==> src/rtl/core/lsfd_pkg.sv <==
// shared types and constants of the learning switch forwarding decision
`default_nettype none
package lsfd_pkg;

  localparam int PORT_W = 3;
  localparam int NODE_W = 8;
  localparam int ACT_W  = 2;

  localparam logic [ACT_W-1:0] ACT_DROP    = 2'd0;
  localparam logic [ACT_W-1:0] ACT_FORWARD = 2'd1;
  localparam logic [ACT_W-1:0] ACT_FLOOD   = 2'd2;

  typedef enum logic [1:0] {
    ST_IDLE,
    ST_SCAN,
    ST_WRITE,
    ST_RESULT
  } state_t;

  typedef struct packed {
    logic [NODE_W-1:0] node;
    logic [PORT_W-1:0] port;
  } entry_t;

  typedef struct packed {
    logic rd_en;
    logic wr_en;
  } tbl_ctl_t;

endpackage
`default_nettype wire

==> src/rtl/core/lsfd_if.sv <==
// header request and decision channels
`default_nettype none
interface lsfd_hdr_if;
  logic                        valid;
  logic                        ready;
  logic [lsfd_pkg::PORT_W-1:0] ingress_port;
  logic [lsfd_pkg::NODE_W-1:0] source_node;
  logic [lsfd_pkg::NODE_W-1:0] dest_node;

  modport source(output valid, ingress_port, source_node, dest_node, input ready);
  modport sink(input valid, ingress_port, source_node, dest_node, output ready);
endinterface

interface lsfd_dec_if;
  logic                        valid;
  logic                        ready;
  logic [lsfd_pkg::ACT_W-1:0]  action;
  logic [lsfd_pkg::PORT_W-1:0] egress_port;

  modport source(output valid, action, egress_port, input ready);
  modport sink(input valid, action, egress_port, output ready);
endinterface
`default_nettype wire

==> src/rtl/core/learning_switch_forward_decision.sv <==
// learning switch forwarding decision: a request is registered in idle, the table is read
// with one table read per cycle over all entries, the source is written back, the decision registered
// a dropped request skips scan and write back; the next request is taken once the decision is registered
// a finished decision waits in the output register while the next request is taken
// reset clears all entry valid bits and own node id, no clearing pass
`default_nettype none
module learning_switch_forward_decision #(
  parameter int NUM_PORTS = 8
) (
  input  wire logic                        clk,
  input  wire logic                        rst_n,
  input  wire logic                        cfg_we,
  input  wire logic [lsfd_pkg::NODE_W-1:0] cfg_wdata,
  lsfd_hdr_if.sink                         in_hdr,
  lsfd_dec_if.source                       out_dec
);

  localparam int AW = $clog2(NUM_PORTS);

  lsfd_pkg::tbl_ctl_t tbl_ctl;
  logic [AW-1:0]      tbl_rd_addr;
  logic [AW-1:0]      tbl_wr_addr;
  lsfd_pkg::entry_t   tbl_wr_data;
  lsfd_pkg::entry_t   tbl_rd_data;

  lsfd_ctrl #(
    .DEPTH(NUM_PORTS),
    .AW   (AW)
  ) u_ctrl (
    .clk        (clk),
    .rst_n      (rst_n),
    .cfg_we     (cfg_we),
    .cfg_wdata  (cfg_wdata),
    .in_hdr     (in_hdr),
    .out_dec    (out_dec),
    .tbl_ctl    (tbl_ctl),
    .tbl_rd_addr(tbl_rd_addr),
    .tbl_wr_addr(tbl_wr_addr),
    .tbl_wr_data(tbl_wr_data),
    .tbl_rd_data(tbl_rd_data)
  );

  lsfd_table #(
    .DEPTH(NUM_PORTS),
    .AW   (AW)
  ) u_table (
    .clk    (clk),
    .ctl    (tbl_ctl),
    .rd_addr(tbl_rd_addr),
    .wr_addr(tbl_wr_addr),
    .wr_data(tbl_wr_data),
    .rd_data(tbl_rd_data)
  );

endmodule
`default_nettype wire

==> src/rtl/core/lsfd_table.sv <==
// forwarding table memory, one write and one registered read port
`default_nettype none
module lsfd_table #(
  parameter int DEPTH = 8,
  parameter int AW    = 3
) (
  input  wire logic               clk,
  input  wire lsfd_pkg::tbl_ctl_t ctl,
  input  wire logic [AW-1:0]      rd_addr,
  input  wire logic [AW-1:0]      wr_addr,
  input  wire lsfd_pkg::entry_t   wr_data,
  output lsfd_pkg::entry_t        rd_data
);

  lsfd_pkg::entry_t mem [DEPTH];
  lsfd_pkg::entry_t rd_data_r;

  always_ff @(posedge clk) begin
    if (ctl.wr_en) begin
      mem[wr_addr] <= wr_data;
    end
  end

  always_ff @(posedge clk) begin
    if (ctl.rd_en) begin
      rd_data_r <= mem[rd_addr];
    end
  end

  assign rd_data = rd_data_r;

endmodule
`default_nettype wire

==> src/rtl/core/lsfd_ctrl.sv <==
// sequencer: drop check, table scan for learn and lookup, write back, decision register
`default_nettype none
module lsfd_ctrl #(
  parameter int DEPTH = 8,
  parameter int AW    = 3
) (
  input  wire logic                        clk,
  input  wire logic                        rst_n,
  input  wire logic                        cfg_we,
  input  wire logic [lsfd_pkg::NODE_W-1:0] cfg_wdata,
  lsfd_hdr_if.sink                         in_hdr,
  lsfd_dec_if.source                       out_dec,
  output lsfd_pkg::tbl_ctl_t               tbl_ctl,
  output logic [AW-1:0]                    tbl_rd_addr,
  output logic [AW-1:0]                    tbl_wr_addr,
  output lsfd_pkg::entry_t                 tbl_wr_data,
  input  wire lsfd_pkg::entry_t            tbl_rd_data
);

  localparam logic [AW:0]   CNT_END  = (AW+1)'(DEPTH);
  localparam logic [AW-1:0] LAST_IDX = AW'(DEPTH - 1);

  lsfd_pkg::state_t            state_r, state_nxt;
  logic [lsfd_pkg::NODE_W-1:0] own_r, own_nxt;
  logic [DEPTH-1:0]            valid_r, valid_nxt;
  logic [lsfd_pkg::PORT_W-1:0] port_r, port_nxt;
  logic [lsfd_pkg::NODE_W-1:0] src_r, src_nxt;
  logic [lsfd_pkg::NODE_W-1:0] dst_r, dst_nxt;
  logic                        drop_r, drop_nxt;
  logic [AW:0]                 rd_cnt_r, rd_cnt_nxt;
  logic                        cmp_vld_r, cmp_vld_nxt;
  logic [AW-1:0]               cmp_idx_r, cmp_idx_nxt;
  logic                        src_hit_r, src_hit_nxt;
  logic [AW-1:0]               src_idx_r, src_idx_nxt;
  logic                        free_hit_r, free_hit_nxt;
  logic [AW-1:0]               free_idx_r, free_idx_nxt;
  logic                        dst_hit_r, dst_hit_nxt;
  logic [lsfd_pkg::PORT_W-1:0] dst_port_r, dst_port_nxt;
  logic                        out_vld_r, out_vld_nxt;
  logic [lsfd_pkg::ACT_W-1:0]  out_act_r, out_act_nxt;
  logic [lsfd_pkg::PORT_W-1:0] out_port_r, out_port_nxt;
  logic                        ent_vld;

  always_comb begin
    state_nxt    = state_r;
    own_nxt      = cfg_we ? cfg_wdata : own_r;
    valid_nxt    = valid_r;
    port_nxt     = port_r;
    src_nxt      = src_r;
    dst_nxt      = dst_r;
    drop_nxt     = drop_r;
    rd_cnt_nxt   = rd_cnt_r;
    cmp_vld_nxt  = 1'b0;
    cmp_idx_nxt  = cmp_idx_r;
    src_hit_nxt  = src_hit_r;
    src_idx_nxt  = src_idx_r;
    free_hit_nxt = free_hit_r;
    free_idx_nxt = free_idx_r;
    dst_hit_nxt  = dst_hit_r;
    dst_port_nxt = dst_port_r;
    out_vld_nxt  = out_vld_r && !out_dec.ready;
    out_act_nxt  = out_act_r;
    out_port_nxt = out_port_r;
    in_hdr.ready = 1'b0;
    tbl_ctl      = '{rd_en: 1'b0, wr_en: 1'b0};
    tbl_rd_addr  = rd_cnt_r[AW-1:0];
    tbl_wr_addr  = src_hit_r ? src_idx_r : free_idx_r;
    tbl_wr_data  = '{node: src_r, port: port_r};
    ent_vld      = valid_r[cmp_idx_r];

    case (state_r)
      lsfd_pkg::ST_IDLE: begin
        // no request is taken while reset is held
        in_hdr.ready = rst_n;
        if (in_hdr.valid) begin
          port_nxt     = in_hdr.ingress_port;
          src_nxt      = in_hdr.source_node;
          dst_nxt      = in_hdr.dest_node;
          drop_nxt     = (in_hdr.dest_node == own_r) ||
                         (in_hdr.dest_node == in_hdr.source_node);
          rd_cnt_nxt   = '0;
          src_hit_nxt  = 1'b0;
          free_hit_nxt = 1'b0;
          dst_hit_nxt  = 1'b0;
          state_nxt    = drop_nxt ? lsfd_pkg::ST_RESULT : lsfd_pkg::ST_SCAN;
        end
      end

      lsfd_pkg::ST_SCAN: begin
        // issue one read per cycle, compare the entry read the cycle before
        if (rd_cnt_r != CNT_END) begin
          tbl_ctl.rd_en = 1'b1;
          rd_cnt_nxt    = rd_cnt_r + 1'b1;
          cmp_vld_nxt   = 1'b1;
          cmp_idx_nxt   = rd_cnt_r[AW-1:0];
        end
        if (cmp_vld_r) begin
          if (ent_vld && tbl_rd_data.node == src_r && !src_hit_r) begin
            src_hit_nxt = 1'b1;
            src_idx_nxt = cmp_idx_r;
          end
          if (!ent_vld && !free_hit_r) begin
            free_hit_nxt = 1'b1;
            free_idx_nxt = cmp_idx_r;
          end
          // src never equals dst here, so learning cannot change the lookup
          if (ent_vld && tbl_rd_data.node == dst_r && !dst_hit_r) begin
            dst_hit_nxt  = 1'b1;
            dst_port_nxt = tbl_rd_data.port;
          end
          if (cmp_idx_r == LAST_IDX) begin
            state_nxt = lsfd_pkg::ST_WRITE;
          end
        end
      end

      lsfd_pkg::ST_WRITE: begin
        // refresh a known source, else fill the first free entry if there is one
        if (src_hit_r || free_hit_r) begin
          tbl_ctl.wr_en = 1'b1;
        end
        if (!src_hit_r && free_hit_r) begin
          valid_nxt[free_idx_r] = 1'b1;
        end
        state_nxt = lsfd_pkg::ST_RESULT;
      end

      lsfd_pkg::ST_RESULT: begin
        if (!out_vld_r || out_dec.ready) begin
          out_vld_nxt = 1'b1;
          if (drop_r) begin
            out_act_nxt  = lsfd_pkg::ACT_DROP;
            out_port_nxt = '0;
          end else if (dst_hit_r) begin
            out_act_nxt  = lsfd_pkg::ACT_FORWARD;
            out_port_nxt = dst_port_r;
          end else begin
            out_act_nxt  = lsfd_pkg::ACT_FLOOD;
            out_port_nxt = '0;
          end
          state_nxt = lsfd_pkg::ST_IDLE;
        end
      end

      default: begin
        state_nxt = lsfd_pkg::ST_IDLE;
      end
    endcase
  end

  always_ff @(posedge clk) begin
    if (!rst_n) begin
      state_r   <= lsfd_pkg::ST_IDLE;
      own_r     <= '0;
      valid_r   <= '0;
      cmp_vld_r <= 1'b0;
      out_vld_r <= 1'b0;
    end else begin
      state_r   <= state_nxt;
      own_r     <= own_nxt;
      valid_r   <= valid_nxt;
      cmp_vld_r <= cmp_vld_nxt;
      out_vld_r <= out_vld_nxt;
    end
  end

  always_ff @(posedge clk) begin
    port_r     <= port_nxt;
    src_r      <= src_nxt;
    dst_r      <= dst_nxt;
    drop_r     <= drop_nxt;
    rd_cnt_r   <= rd_cnt_nxt;
    cmp_idx_r  <= cmp_idx_nxt;
    src_hit_r  <= src_hit_nxt;
    src_idx_r  <= src_idx_nxt;
    free_hit_r <= free_hit_nxt;
    free_idx_r <= free_idx_nxt;
    dst_hit_r  <= dst_hit_nxt;
    dst_port_r <= dst_port_nxt;
    out_act_r  <= out_act_nxt;
    out_port_r <= out_port_nxt;
  end

  assign out_dec.valid       = out_vld_r;
  assign out_dec.action      = out_act_r;
  assign out_dec.egress_port = out_port_r;

endmodule
`default_nettype wire

==> src/flat_wrapper.sv <==
// flat-port wrapper written by rule: the top's interface ports become plain ports
module learning_switch_forward_decision_flat 
#(
  parameter int NUM_PORTS = 8
)
  (clk, rst_n, cfg_we, cfg_wdata, in_hdr_valid, in_hdr_ingress_port, in_hdr_source_node, in_hdr_dest_node, in_hdr_ready, out_dec_valid, out_dec_action, out_dec_egress_port, out_dec_ready);
  lsfd_hdr_if in_hdr_i ();
  lsfd_dec_if out_dec_i ();
  input  wire logic clk;
  input  wire logic rst_n;
  input  wire logic cfg_we;
  input  wire logic [lsfd_pkg::NODE_W-1:0] cfg_wdata;
  input wire logic [$bits(in_hdr_i.valid)-1:0] in_hdr_valid;
  input wire logic [$bits(in_hdr_i.ingress_port)-1:0] in_hdr_ingress_port;
  input wire logic [$bits(in_hdr_i.source_node)-1:0] in_hdr_source_node;
  input wire logic [$bits(in_hdr_i.dest_node)-1:0] in_hdr_dest_node;
  output wire logic [$bits(in_hdr_i.ready)-1:0] in_hdr_ready;
  output wire logic [$bits(out_dec_i.valid)-1:0] out_dec_valid;
  output wire logic [$bits(out_dec_i.action)-1:0] out_dec_action;
  output wire logic [$bits(out_dec_i.egress_port)-1:0] out_dec_egress_port;
  input wire logic [$bits(out_dec_i.ready)-1:0] out_dec_ready;
  assign in_hdr_i.valid = in_hdr_valid;
  assign in_hdr_i.ingress_port = in_hdr_ingress_port;
  assign in_hdr_i.source_node = in_hdr_source_node;
  assign in_hdr_i.dest_node = in_hdr_dest_node;
  assign in_hdr_ready = in_hdr_i.ready;
  assign out_dec_valid = out_dec_i.valid;
  assign out_dec_action = out_dec_i.action;
  assign out_dec_egress_port = out_dec_i.egress_port;
  assign out_dec_i.ready = out_dec_ready;
  learning_switch_forward_decision #(.NUM_PORTS(NUM_PORTS)) u_core (.clk(clk), .rst_n(rst_n), .cfg_we(cfg_we), .cfg_wdata(cfg_wdata), .in_hdr(in_hdr_i), .out_dec(out_dec_i));
endmodule
==> config.mk <==
export PLATFORM = sky130hd
export DESIGN_NAME = learning_switch_forward_decision_flat
export DESIGN_NICKNAME = d
export VERILOG_FILES = /design/src/rtl/core/lsfd_pkg.sv /design/src/rtl/core/lsfd_if.sv /design/src/rtl/core/learning_switch_forward_decision.sv /design/src/rtl/core/lsfd_table.sv /design/src/rtl/core/lsfd_ctrl.sv /design/src/flat_wrapper.sv
export SDC_FILE = /design/constraint.sdc
export NUM_CORES = 1
export LEC_CHECK = 0
export ABC_CLOCK_PERIOD_IN_PS = 2200
export BUFFER_PORTS_ARGS = -buffer_cell sky130_fd_sc_hd__buf_2
export CAP_MARGIN = 5
export CORE_MARGIN = 2
export CORE_UTILIZATION = 35
export CTS_CLUSTER_DIAMETER = 30
export DETAILED_ROUTE_END_ITERATION = 7
export PLACE_DENSITY = 0.63
export SETUP_SLACK_MARGIN = 0.1
export SYNTH_ARGS = -nofsm -noshare
export SYNTH_HDL_FRONTEND = slang
export SYNTH_SLANG_ARGS = --single-unit
==> constraint.sdc <==
create_clock -name clk -period 2.2 [get_ports clk]
set_clock_uncertainty 0.1 [all_clocks]
set_input_delay 0.55 -clock clk [delete_from_list [all_inputs] [get_ports clk]]
set_output_delay 0.55 -clock clk [all_outputs]
set_load 0.1 [all_outputs]
## Word-level counts from Yosys, hierarchy flattened

Memories as Yosys holds them, arrays and structs flattened. A register that Yosys moved wholly into a read port is not among the register bits.
Cells that the tools add are included.

- Memory bits (writable): 88
- Bits of input ports: 32
- Word-level logic and storage cells: 109
- Register bits after elaboration: 64
- Memories: 1
- Output and inout port bits: 7

Memory list:

| memory | words | width | read ports | clocked after Yosys merged registers in | write ports | RTL line | RTL |
|---|---|---|---|---|---|---|---|
| u_core.u_table.mem | 8 | 11 | 1 | 1 | 1 | lsfd_table.sv:15 | `lsfd_pkg::entry_t mem [DEPTH];` |

- Bitwise logic cells: 2
- Mux-type cells: 34
- Equal/unequal tests: 17
- $add $sub $neg: 1
- Reductions and logical operators: 32
- $lt $le $gt $ge: 3

Operators by type and width:

| operator | number |
|---|---|
| == test 8 bit | 4 |
| 2-to-1 mux 1 bit | 18 |
| != test 2 bit, second input constant | 8 |
| AND reduction 4 bit | 4 |
| 2-to-1 mux 2 bit | 6 |
| AND reduction 3 bit | 4 |
| logical AND 1 bit | 8 |
| < comparator 3 x 4 -> 1 bit, second input constant | 2 |
| 2-to-1 mux 4 bit | 2 |
| OR 8 bit | 1 |
| one-hot mux 2 bit (4 select lines) | 1 |
| one-hot mux 4 bit (2 select lines) | 1 |
| AND reduction 2 bit | 4 |
| logical NOT 1 bit | 6 |
| one-hot mux 1 bit (2 select lines) | 3 |
| adder 4 x 1 -> 4 bit, second input constant | 1 |
| == test 2 bit, second input constant | 2 |
| != test 4 bit, second input constant | 1 |
| binary-select mux 1 bit (select 3 bit) | 1 |
| demux 1 bit (select 3 bit) | 1 |
| == test 3 bit, second input constant | 1 |
| >= comparator 3 x 1 -> 1 bit, second input constant | 1 |
| logical OR 1 bit | 3 |
| 2-to-1 mux 3 bit | 1 |
| 5 further kinds | 5 |

## Depth between registers and ports, before layout

Gate-level depths: netlist of the first run.

- Word-level depth: 7
- Depth in mapped cells: 7
- Depth with buffers taken out: 6

## Modules after synthesis

A second synthesis of the first run with hierarchy kept.

- Cells, all modules: 382
- Area, all modules: 6616.3 um2

By module, submodules not included:

| module | area an instance (um2) | times used | seq. area each (um2) | cells each |
|---|---|---|---|---|
| lsfd_table | 3767.4 | 1 | 2972.9 | 150 |
| lsfd_ctrl | 2849.0 | 1 | 1721.7 | 232 |

## Worst setup path after synthesis of the first run

Ideal clock, no wire load.

- Path type: register -> output
- Start: reg u_core.u_ctrl.state_r[0]
- End: out in_hdr_ready
- Data required time: 1.550 ns
- Path slack: 0.186 ns
- Path buffers: 0
- Arrival time: 1.364 ns
- Cell stages (with the launch flop): 4
- Cells stage by stage: dfxtp_1 inv_1 ha_1 and2_1

- Word-level cells in the longest chain between the ends: 2

Ends and longest elaborated chain:

| what | RTL line | RTL |
|---|---|---|
| from (decl) | lsfd_ctrl.sv:23 | `lsfd_pkg::state_t state_r, state_nxt;` |
| from (signal assigned) | lsfd_ctrl.sv:153 | `state_r <= lsfd_pkg::ST_IDLE;` |
| from (signal assigned) | lsfd_ctrl.sv:159 | `state_r <= state_nxt;` |
| logical NOT 2 bit | lsfd_ctrl.sv:71 | `case (state_r)` |
| 2-to-1 mux 1 bit | lsfd_ctrl.sv:71 |  |
| to (decl) | flat_wrapper.sv:17 | `output wire logic [$bits(in_hdr_i.ready)-1:0] in_hdr_ready;` |

No other way between the ends.

## Worst setup path after layout of the first run

Ends and elaborated chain as after synthesis.

==> results of run 1 <==
## cells by family (layout without fill, tap and decap cells)
kind of cell             count (synthesis)  after routing  synth area share
AO/OA/AOI/OAI                           22             22            0.0238
adder cells (fa/ha/maj)                  7              7            0.0132
XOR/XNOR                                34             34            0.0450
flip-flops                             163            163             0.710
AND/OR/NAND/NOR                         93             93            0.0664
multiplexers                            46             46             0.125
buffers and inverters                   23            107            0.0172
## per-layer routing
layer  up-vias  track usage  wire length, um
met5         -            0                0
met4         0       0.0458              189
met3        17       0.0310              402
met2        71        0.227             6560
met1      1819        0.161             5430
li1       1638            -                -
## synthesized netlist by cell type (3+ instances only)
cell type / number / area, sq um
o21ai_0: 3 / 15.0
dfxtp_1: 20 / 400
xor2_1: 3 / 26.3
xnor2_1: 31 / 272
inv_1: 10 / 37.5
mux4_1: 20 / 526
nor2b_1: 6 / 37.5
clkbuf_1: 5 / 18.8
edfxtp_1: 143 / 4290
buf_2: 4 / 20.0
ha_1: 7 / 87.6
nor3_1: 4 / 20.0
mux2i_1: 13 / 130
and2_1: 6 / 37.5
nor2_1: 46 / 173
nand4_1: 7 / 43.8
nand3_1: 5 / 25.0
a31oi_1: 6 / 37.5
mux2_2: 11 / 124
buf_6: 3 / 33.8
nand2_1: 12 / 45.0
## registers in the layout, summed over array words and instances, names as in the netlist, 2 cells and up
register and count:
u_core.u_ctrl.out_dec.egress_port 3, u_core.u_ctrl.valid_r 8, u_core.u_ctrl.port_r 3, u_core.u_ctrl.dst_r 8, u_core.u_ctrl.free_idx_r 3, u_core.u_table.mem 88, u_core.u_ctrl.cmp_idx_r 3, u_core.u_ctrl.src_idx_r 3
u_core.u_ctrl.rd_cnt_r 4, u_core.u_table.rd_data 11, u_core.u_ctrl.own_r 8, u_core.u_ctrl.out_dec.action 2, u_core.u_ctrl.src_r 8, u_core.u_ctrl.dst_port_r 3, u_core.u_ctrl.state_r 2
## power by group through the flow
| stage | clock [uW] | sequential [uW] | combinational (uW) |
|---|---|---|---|
| floorplan | 0 | 4370 | 1620 |
| global placement | 0 | 4320 | 2360 |
| detailed placement | 0 | 4340 | 2420 |
| CTS | 3210 | 4280 | 2450 |
| global route | 3340 | 4330 | 2660 |
| finish | 3160 | 4280 | 2440 |
## timing repair
item,CTS,global route
setup endpoints to repair,7,1
endpoints found under the hold margin,0,0
hold buffers,0,0
pin swaps,0,1
resized for setup,5,2
## metrics by stage
| step | power [uW] | instance area [sq um] |
|---|---|---|
| floorplan | 5990 | 6620 |
| global placement | 6680 | 7290 |
| detailed placement | 6770 | 7290 |
| CTS | 9950 | 7940 |
| global route | 10300 | 7950 |
| finish | 9880 | 7950 |
## cells in the final DEF (no fill, tap or decap), types with 3 or more instances in the layout
cell	synthesis	layout
o21ai_0	3	3
clkbuf_16	0	17
edfxtp_1	143	143
ha_1	7	6
mux2_2	11	11
nor2b_1	6	6
dfxtp_1	20	19
nand4_1	7	7
clkinvlp_4	0	4
buf_2	4	37
bufinv_16	0	5
mux4_1	20	20
xnor2_1	31	31
buf_4	0	22
and2_1	6	5
inv_1	10	9
nor2_1	46	46
mux2i_1	13	13
buf_12	0	5
xor2_1	3	3
nand2_1	12	12
a31oi_1	6	6
nand3_1	5	5
## layout make-up
| class | count | share of cell area |
|---|---|---|
| clock inverter | 14 | 0.0266 |
| sequential | 163 | 0.590 |
| timing repair buffer | 64 | 0.0566 |
| tap | 234 | 0.0368 |
| inverter | 11 | 0.00519 |
| clock buffer | 18 | 0.0540 |
| multi-input combinational | 202 | 0.230 |
## worst paths after layout
path                                      end                      start  slack, ps  cells past startpoint
hold / removal        u_core.u_ctrl.port_r[1]     in_hdr_ingress_port[1]        200                      1
setup reg to reg  u_core.u_ctrl.dst_port_r[1]  u_core.u_table.rd_data[4]        190                      5
hold reg to reg   u_core.u_ctrl.dst_port_r[1]  u_core.u_table.rd_data[1]        320                      0
setup / recovery                 in_hdr_ready   u_core.u_ctrl.state_r[0]        190                      4
==> summary.md, run 1 <==
| Metric | Value |
|---|---|
| Vias in the first global route | `3633` |
| Setup TNS Final | `0 ps` |
| Worst slew pin tran | `682 ps` |
| LEAKAGE | `0.00277 uW` |
| Share of layout cells above drive strength 1 | `0.244` |
| Vias post-DR | `3545` |
| Core Util, Final | `0.427` |
| Synth warn | `0` |
| PwrDens | `1240 nW/um^2` |
| Largest net degree at the start of global routing | `27` |
| Post-synth EDFFs | `143` |
| Sequential Area | `4700 sq um` |
| Post-DP HPWL | `8440 um` |
| Number of remaining DRC errors | `0` |
| Fin worst setup slack | `187 ps` |
| RSZ-0062 raised after global routing | `false` |
| DRT iter0 DRCs | `297` |
| Syn Std Cell Area | `6620 sq um` |
| Routability congestion estimate from global placement | `0.795` |
| Filler Cells Inserted | `1644` |
| Cells after synthesis | `388` |
| H-tree depth | `4` |
| Crit start category | `register` |
| Syn nets | `427` |
| Pre-CTS setup slack | `92.1 ps` |
| Crit share post-route | `0.915` |
| GRT overflow | `0` |
| Critical Path Slowest Stage Cell | `dfxtp_2` |
| Clock period minus worst slack | `2010 ps` |
| Die Span X | `141 um` |
| Ports | `39` |
| Critical setup path kind | `reg2out` |
| First-pass GRT wire length | `19500 um` |
| Worst hold path type | `in2reg` |
| Root Buffer | `clkbuf_16` |
| Switching Fraction | `0.280` |
| Status | `finished, final reports clean` |
| IO Port Bufs | `38` |
| Area growth, synth to finish | `20.2%` |
| Multi-input logic area | `1830 sq um` |
| Antenna violations before repair | `0` |
| WP data arrival | `1360 ps` |
| Yosys cell types | `40` |
| Initial Util | `0.355` |
| Core Region | `18600 sq um` |
| Cell Chain, Critical Path | `inv_1 > ha_4 > and2_4 > buf_12` |
| Highest clock rate | `497 MHz` |
| Largest delay share family, worst path | `flip-flops` |
| ANT nets after route | `0` |
| Via density | `5.02` |
| Worst path max stage delay | `340 ps` |
| Sequential fraction of the synthesis area | `0.710` |
| Clock sinks | `163` |
| Post-CTS Setup Inserts | `0` |
| Worst setup EP type | `output pin` |
| Buf+Inv Stages, Crit Path | `2` |
| Slew headroom | `0.545` |
| Total Routed Length | `12600 um` |
| MaxCap Viol Count | `0` |
| Final Hold Fails | `0` |
| Gr usage total | `0.131` |
| Max VDD drop | `632 uV` |
| # setup viols final | `0` |
| Required time of the critical path | `1550 ps` |
| Yosys reg bits | `163` |
| Sw Pwr | `2770 uW` |
| Main flop type after synthesis | `edfxtp_1` |
| Slew Limit Fails | `0` |
| # placed instances | `674` |
| Number of iterations in the first detailed-routing pass | `4` |
| P_int | `7110 uW` |
| Layout Nets | `498` |
| Clock Latency Late Sink | `420 ps` |
| Final std cells w/o fill | `706` |
| Fin Hold WS | `204 ps` |
| Die area | `20000 sq um` |
| Clk pin slew, worst setup/hold paths | `60 ps` |
| Sequential share of power | `0.433` |
| CTS tree | `built` |
| Max Fanout on Critical Path | `5` |
| Cell row count | `50` |
| Num CTS Buffers | `17` |
| Syn Area/Cell | `17.0 sq um` |
| Chip Height | `141 um` |
| Clock power share | `0.320` |
| Diodes inserted | `0` |
| Comb power frac | `0.247` |
| DR WL/cell | `17.8 um` |
| Clk buf depth | `2` |
| Post-synth ARST share | `0` |
No activity file was read; power rests on OpenSTA's default activity.
==> run 2: changes to the inputs <==
Settings changed: ABC_CLOCK_PERIOD_IN_PS 2200 to 1920, PLACE_DENSITY 0.63 to 0.61.
Clock period 2.2 ns to 1.92 ns, I/O delays scaled along.
==> run 2 against run 1 <==
Critical path type unchanged. Final area up 4.7%. Non-clock buffer count up 25. First-iteration DRC count down 26%. Sequential share of layout area down 2.6 points. Via count up 1.1%. Power up 24%. Critical path depth up 1. Cell count up 3.4%. Setup slack worse by 220 ps. Sequential cell count unchanged. The flow now finishes with violations (negative setup slack).
==> summary.md, run 2 (synthesized netlist as in run 1, its figures left out) <==
| Metric | Value |
|---|---|
| RSZ-0062 raised after global routing | `true (was false)` |
| Slew Limit Fails | `0 (unchanged)` |
| Worst slew pin tran | `489 ps (was 682 ps)` |
| IO Port Bufs | `38 (unchanged)` |
| Layout Nets | `523 (was 498)` |
| WP data arrival | `1370 ps (was 1360 ps)` |
| Ports | `39 (unchanged)` |
| Total Routed Length | `14000 um (was 12600 um)` |
| Critical setup path kind | `reg2out (unchanged)` |
| Worst path max stage delay | `340 ps (about the same)` |
| Num CTS Buffers | `17 (unchanged)` |
| PwrDens | `1470 nW/um^2 (was 1240 nW/um^2)` |
| Initial Util | `0.355 (unchanged)` |
| Share of layout cells above drive strength 1 | `0.349 (was 0.244)` |
| Largest register FFs | `88 (unchanged)` |
| Die Span X | `141 um (unchanged)` |
| First-pass GRT wire length | `21500 um (was 19500 um)` |
| Pre-CTS setup slack | `-96.5 ps (was 92.1 ps)` |
| DR WL/cell | `19.2 um (was 17.8 um)` |
| Highest clock rate | `513 MHz` |
| Largest net degree at the start of global routing | `26 (was 27)` |
| Hold buffers post-CTS | `0 (unchanged)` |
| WL met2 | `7170 um (was 6560 um)` |
| Clock period minus worst slack | `1950 ps` |
| MaxCap Viol Count | `0 (unchanged)` |
| DRT iter0 DRCs | `219 (was 297)` |
| Fin worst setup slack | `-28.5 ps (was 187 ps)` |
| Failing checks | `negative setup slack` |
| GRT overflow | `0 (unchanged)` |
| Final Hold Fails | `0 (unchanged)` |
| Sequential Area | `4700 sq um (about the same)` |
| Critical Path Slowest Stage Cell | `dfxtp_2 (unchanged)` |
| Worst hold path type | `in2reg (unchanged)` |
| Top Metal Used | `met4 (unchanged)` |
| Crit share post-route | `1.01` |
| Clk buf depth | `2 (unchanged)` |
| Clock Latency Late Sink | `430 ps (was 420 ps)` |
| Chip Height | `141 um (unchanged)` |
| Met3 wire len | `530 um (was 402 um)` |
| Root Buffer | `clkbuf_16 (unchanged)` |
| Routability congestion estimate from global placement | `0.773 (was 0.795)` |
| CTS tree | `built (unchanged)` |
| Crit start category | `register (unchanged)` |
| DRT met1 WL | `6140 um (was 5430 um)` |
| Gr usage total | `0.148 (was 0.131)` |
| Core Region | `18600 sq um (unchanged)` |
| Max VDD drop | `789 uV (was 632 uV)` |
| Vias in the first global route | `3720 (was 3633)` |
| Most flops, register | `u_core.u_table.mem (unchanged)` |
| Filler Cells Inserted | `1620 (was 1644)` |
| Diodes inserted | `0 (unchanged)` |
| Cell Chain, Critical Path | `inv_2 > ha_4 > buf_6 > and2_4 > buf_12 (was inv_1 > ha_4 > and2_4 > buf_12)` |
| LEAKAGE | `0.00292 uW (was 0.00277 uW)` |
| Number of remaining DRC errors | `0 (unchanged)` |
| Multi-input logic area | `1900 sq um (was 1830 sq um)` |
| Cell row count | `50 (unchanged)` |
| Post-DP HPWL | `8650 um (was 8440 um)` |
| # setup viols final | `8 (was 0)` |
| Area growth, synth to finish | `25.8% (was 20.2%)` |
| Commonest non-fill, non-tap cells in the layout | `edfxtp_1 (143), nor2_1 (43), buf_2 (37) (was edfxtp_1 (143), nor2_1 (46), buf_2 (37))` |
| Clk pin slew, worst setup/hold paths | `60 ps (about the same)` |
| Setup TNS Final | `-109 ps (was 0 ps)` |
| Status | `finished, violations left (was finished, final reports clean)` |
| Vias post-DR | `3585 (was 3545)` |
| H-tree depth | `4 (unchanged)` |
| ANT nets after route | `0 (unchanged)` |
| Die area | `20000 sq um (unchanged)` |
| Number of iterations in the first detailed-routing pass | `4 (unchanged)` |
| Clock sinks | `163 (unchanged)` |
| Slew headroom | `0.676 (was 0.545)` |
| Worst setup EP type | `output pin (unchanged)` |
| Fin Hold WS | `128 ps (was 204 ps)` |
| Required time of the critical path | `1340 ps (was 1550 ps)` |
| Max Fanout on Critical Path | `2 (was 5)` |
| Antenna violations before repair | `0 (unchanged)` |
| Via density | `4.91 (was 5.02)` |
| Most common cell after layout, fill and taps aside | `edfxtp_1 (unchanged)` |
[run 2: power by group]
part	internal (uW)	leakage, uW	switching (uW)
clock	2040	0.000277	1360
combinational	1990	0.00117	1920
sequential	4600	0.00147	303
[run 2: critical path, delay by kind of cell (launching register included)]
kind	cells	cell delay [ps]
buf+inv	3	320
simple gates	1	130
flops	1	340
fa+ha+maj	1	150
[run 2: path summary, 6_finish.rpt]
kind                            slack (ps)  depth (start not counted)                          end                 startpoint
worst min register to register         340                          0  u_core.u_ctrl.dst_port_r[1]  u_core.u_table.rd_data[1]
worst max register to register         -10                          4  u_core.u_ctrl.dst_port_r[2]  u_core.u_table.rd_data[3]
worst max-delay path                   -30                          5                 in_hdr_ready   u_core.u_ctrl.state_r[0]
worst min-delay path                   130                          1      u_core.u_ctrl.port_r[1]     in_hdr_ingress_port[1]
[run 2: what timing repair did]
action / in CTS / in global routing
resized for setup: 47 / 13
pin swaps: 6 / 6
setup buffers: 14 / 2
cloned: 3 / 0
endpoints found under the hold margin: 0 / 0
setup endpoints to repair: 102 / 109
[run 2: layout make-up]
type,count,area share
tap,234,0.0352
timing repair buffer,89,0.0963
sequential,163,0.564
clock inverter,12,0.0189
multi-input combinational,202,0.228
inverter,11,0.00526
clock buffer,19,0.0520
[run 2: routing by layer]
layer	global-route usage	vias to the layer above
met5	0	-
met4	0.0479	0
met3	0.0391	17
met2	0.243	65
met1	0.191	1831
li1	-	1672
[run 2: per-stage QoR]
step	util	power, uW	cell area, sq um	cells
2_1_floorplan	-	6910	6650	388
3_3_place_gp	0.400	7870	7460	681
3_5_place_dp	0.400	7990	7460	681
4_1_cts	0.445	12200	8290	729
5_1_grt	0.447	12700	8320	730
6_report	0.447	12200	8320	730
==> run 3: changes to the inputs <==
Settings changed: CTS_BUF_LIST from default to sky130_fd_sc_hd__clkbuf_8.
==> run 3 against run 2 <==
The run still ends with negative setup slack left. Final area is 1.9% lower. Cell count is 0.14% higher. First-iteration DRC count is 13% higher.
==> summary.md, run 3 (synthesized netlist as in run 1, its figures left out) <==
| Metric | Value |
|---|---|
| ANT nets after route | `0 (unchanged)` |
| LEAKAGE | `0.00285 uW (was 0.00292 uW)` |
| Diodes inserted | `0 (unchanged)` |
| Layout Nets | `524 (was 523)` |
| Vias in the first global route | `3689 (was 3720)` |
| Slew Limit Fails | `0 (unchanged)` |
| Largest net degree at the start of global routing | `26 (unchanged)` |
| Failing checks | `negative setup slack (unchanged)` |
| Most common cell after layout, fill and taps aside | `edfxtp_1 (unchanged)` |
| # setup viols final | `7 (was 8)` |
| DRT met1 WL | `6000 um (was 6140 um)` |
| Core Region | `18600 sq um (unchanged)` |
| Register-to-Register Path Depth | `4 (unchanged)` |
| Buf+Inv Stages, Crit Path | `3 (unchanged)` |
| Fin worst setup slack | `-56.3 ps (was -28.5 ps)` |
| IO Port Bufs | `38 (unchanged)` |
| Origin of the critical flop-to-flop path | `u_core.u_table.rd_data[8] (was u_core.u_table.rd_data[3])` |
| Most flops, register | `u_core.u_table.mem (unchanged)` |
| Via density | `4.89 (was 4.91)` |
| Status | `finished, violations left (unchanged)` |
| Vias post-DR | `3574 (was 3585)` |
| Worst setup EP type | `output pin (unchanged)` |
| Critical Path Stages | `5 (unchanged)` |
| Slew headroom | `0.677 (was 0.676)` |
| H-tree depth | `4 (unchanged)` |
| Pre-CTS setup slack | `-96.5 ps (unchanged)` |
| Num CTS Buffers | `17 (unchanged)` |
| Core Util, Final | `0.438 (was 0.447)` |
| CP Launch Point | `u_core.u_ctrl.state_r[0] (unchanged)` |
| Hold Startpoint | `in_hdr_ingress_port[1] (unchanged)` |
| Final Hold Fails | `0 (unchanged)` |
| Initial Util | `0.355 (unchanged)` |
| Clock sinks | `163 (unchanged)` |
| DRT iter0 DRCs | `247 (was 219)` |
| Antenna violations before repair | `0 (unchanged)` |
| Share of layout cells above drive strength 1 | `0.352 (was 0.349)` |
| Clock Latency Late Sink | `450 ps (was 430 ps)` |
| Met3 wire len | `625 um (was 530 um)` |
| Cell row count | `50 (unchanged)` |
| Number of remaining DRC errors | `0 (unchanged)` |
| Clk buf depth | `2 (unchanged)` |
| Critical setup path kind | `reg2out (unchanged)` |
| Area growth, synth to finish | `23.5% (was 25.8%)` |
| Cells on Worst Hold Path | `1 (unchanged)` |
| WL met2 | `7180 um (was 7170 um)` |
| Die area | `20000 sq um (unchanged)` |
| Die Span X | `141 um (unchanged)` |
| Chip Height | `141 um (unchanged)` |
| Setup TNS Final | `-240 ps (was -109 ps)` |
| Number of iterations in the first detailed-routing pass | `4 (unchanged)` |
| Worst path max stage delay | `350 ps (was 340 ps)` |
| Cell Chain, Critical Path | `inv_2 > ha_4 > buf_6 > and2_4 > buf_12 (unchanged)` |
| First-pass GRT wire length | `21400 um (was 21500 um)` |
| Worst slew pin tran | `488 ps (was 489 ps)` |
| MaxCap Viol Count | `0 (unchanged)` |
| Root Buffer | `clkbuf_8 (was clkbuf_16)` |
| GRT overflow | `0 (unchanged)` |
| Ports | `39 (unchanged)` |
| DR WL/cell | `19.2 um (about the same)` |
| Top Metal Used | `met4 (unchanged)` |
| CTS tree | `built (unchanged)` |
| Gr usage total | `0.147 (was 0.148)` |
| Clk pin slew, worst setup/hold paths | `80 ps (was 60 ps)` |
| Post-DP HPWL | `8650 um (unchanged)` |
| Crit share post-route | `1.03 (was 1.01)` |
| Critical Path Slowest Stage Cell | `dfxtp_2 (unchanged)` |
| Max Fanout on Critical Path | `2 (unchanged)` |
| Clock period minus worst slack | `1980 ps (was 1950 ps)` |
| Total Routed Length | `14000 um (about the same)` |
| Required time of the critical path | `1340 ps (about the same)` |
| Commonest non-fill, non-tap cells in the layout | `edfxtp_1 (143), nor2_1 (43), buf_2 (34), buf_4 (34), xnor2_1 (31) (was edfxtp_1 (143), nor2_1 (43), buf_2 (37))` |
| Routability congestion estimate from global placement | `0.773 (unchanged)` |
| Hold buffers post-CTS | `0 (unchanged)` |
| WP data arrival | `1400 ps (was 1370 ps)` |
| Worst hold path type | `in2reg (unchanged)` |
| Largest register FFs | `88 (unchanged)` |
| Max VDD drop | `829 uV (was 789 uV)` |
| Largest delay share family, worst path | `flip-flops (unchanged)` |
| Crit start category | `register (unchanged)` |
| PwrDens | `1390 nW/um^2 (was 1470 nW/um^2)` |
| RSZ-0062 raised after global routing | `true (unchanged)` |
| Highest clock rate | `506 MHz (was 513 MHz)` |
==> run 3: changes by cell type in the layout (fill, tap and decap cells not counted), sizes merged <==
| cell | before | now |
|---|---|---|
| inv | 12 | 14 |
| buf | 89 | 88 |
==> run 3: layer usage <==
| metal | GRT usage | vias to the layer above |
|---|---|---|
| li1 | - | 1666 |
| met2 | 0.243 | 72 |
| met5 | 0 | - |
| met4 | 0.0437 | 0 |
| met3 | 0.0371 | 16 |
| met1 | 0.192 | 1820 |
==> run 3: layout make-up <==
type / count / area, sq um
Clock buffer: 17 / 234
Clock inverter: 14 / 165
Fill cell: 1647 / 10500
Inverter: 11 / 43.8
Multi-Input combinational cell: 202 / 1910
Sequential cell: 163 / 4700
Tap cell: 234 / 293
Timing Repair Buffer: 90 / 821
==> run 3: metrics by stage <==
step	hold WS, ps	area [sq um]	power [uW]	instances
2_1_floorplan	300	6650	6910	388
3_3_place_gp	310	7460	7870	681
3_5_place_dp	330	7460	7990	681
4_1_cts	74.7	8070	11200	726
5_1_grt	64.6	8170	11900	731
6_report	104	8170	11400	731
==> run 3: what timing repair did <==
action / in CTS / in global routing
buffers inserted: 11 / 7
pin swaps: 6 / 12
gates cloned: 3 / 0
gates resized for setup: 48 / 19
setup endpoints to repair: 108 / 112
==> run 3: where the power goes <==
group          internal [uW]  switching, uW
Combinational           2020           1930
Clock                   1270           1240
Sequential              4590            302
Total                   7890           3470
==> run 3: worst paths after layout <==
path,endpoint,slack [ps]
setup / recovery,in_hdr_ready,-60
hold / removal,u_core.u_ctrl.port_r[1],100
setup reg to reg,u_core.u_ctrl.dst_port_r[2],-50
hold reg to reg,u_core.u_ctrl.dst_port_r[1],340
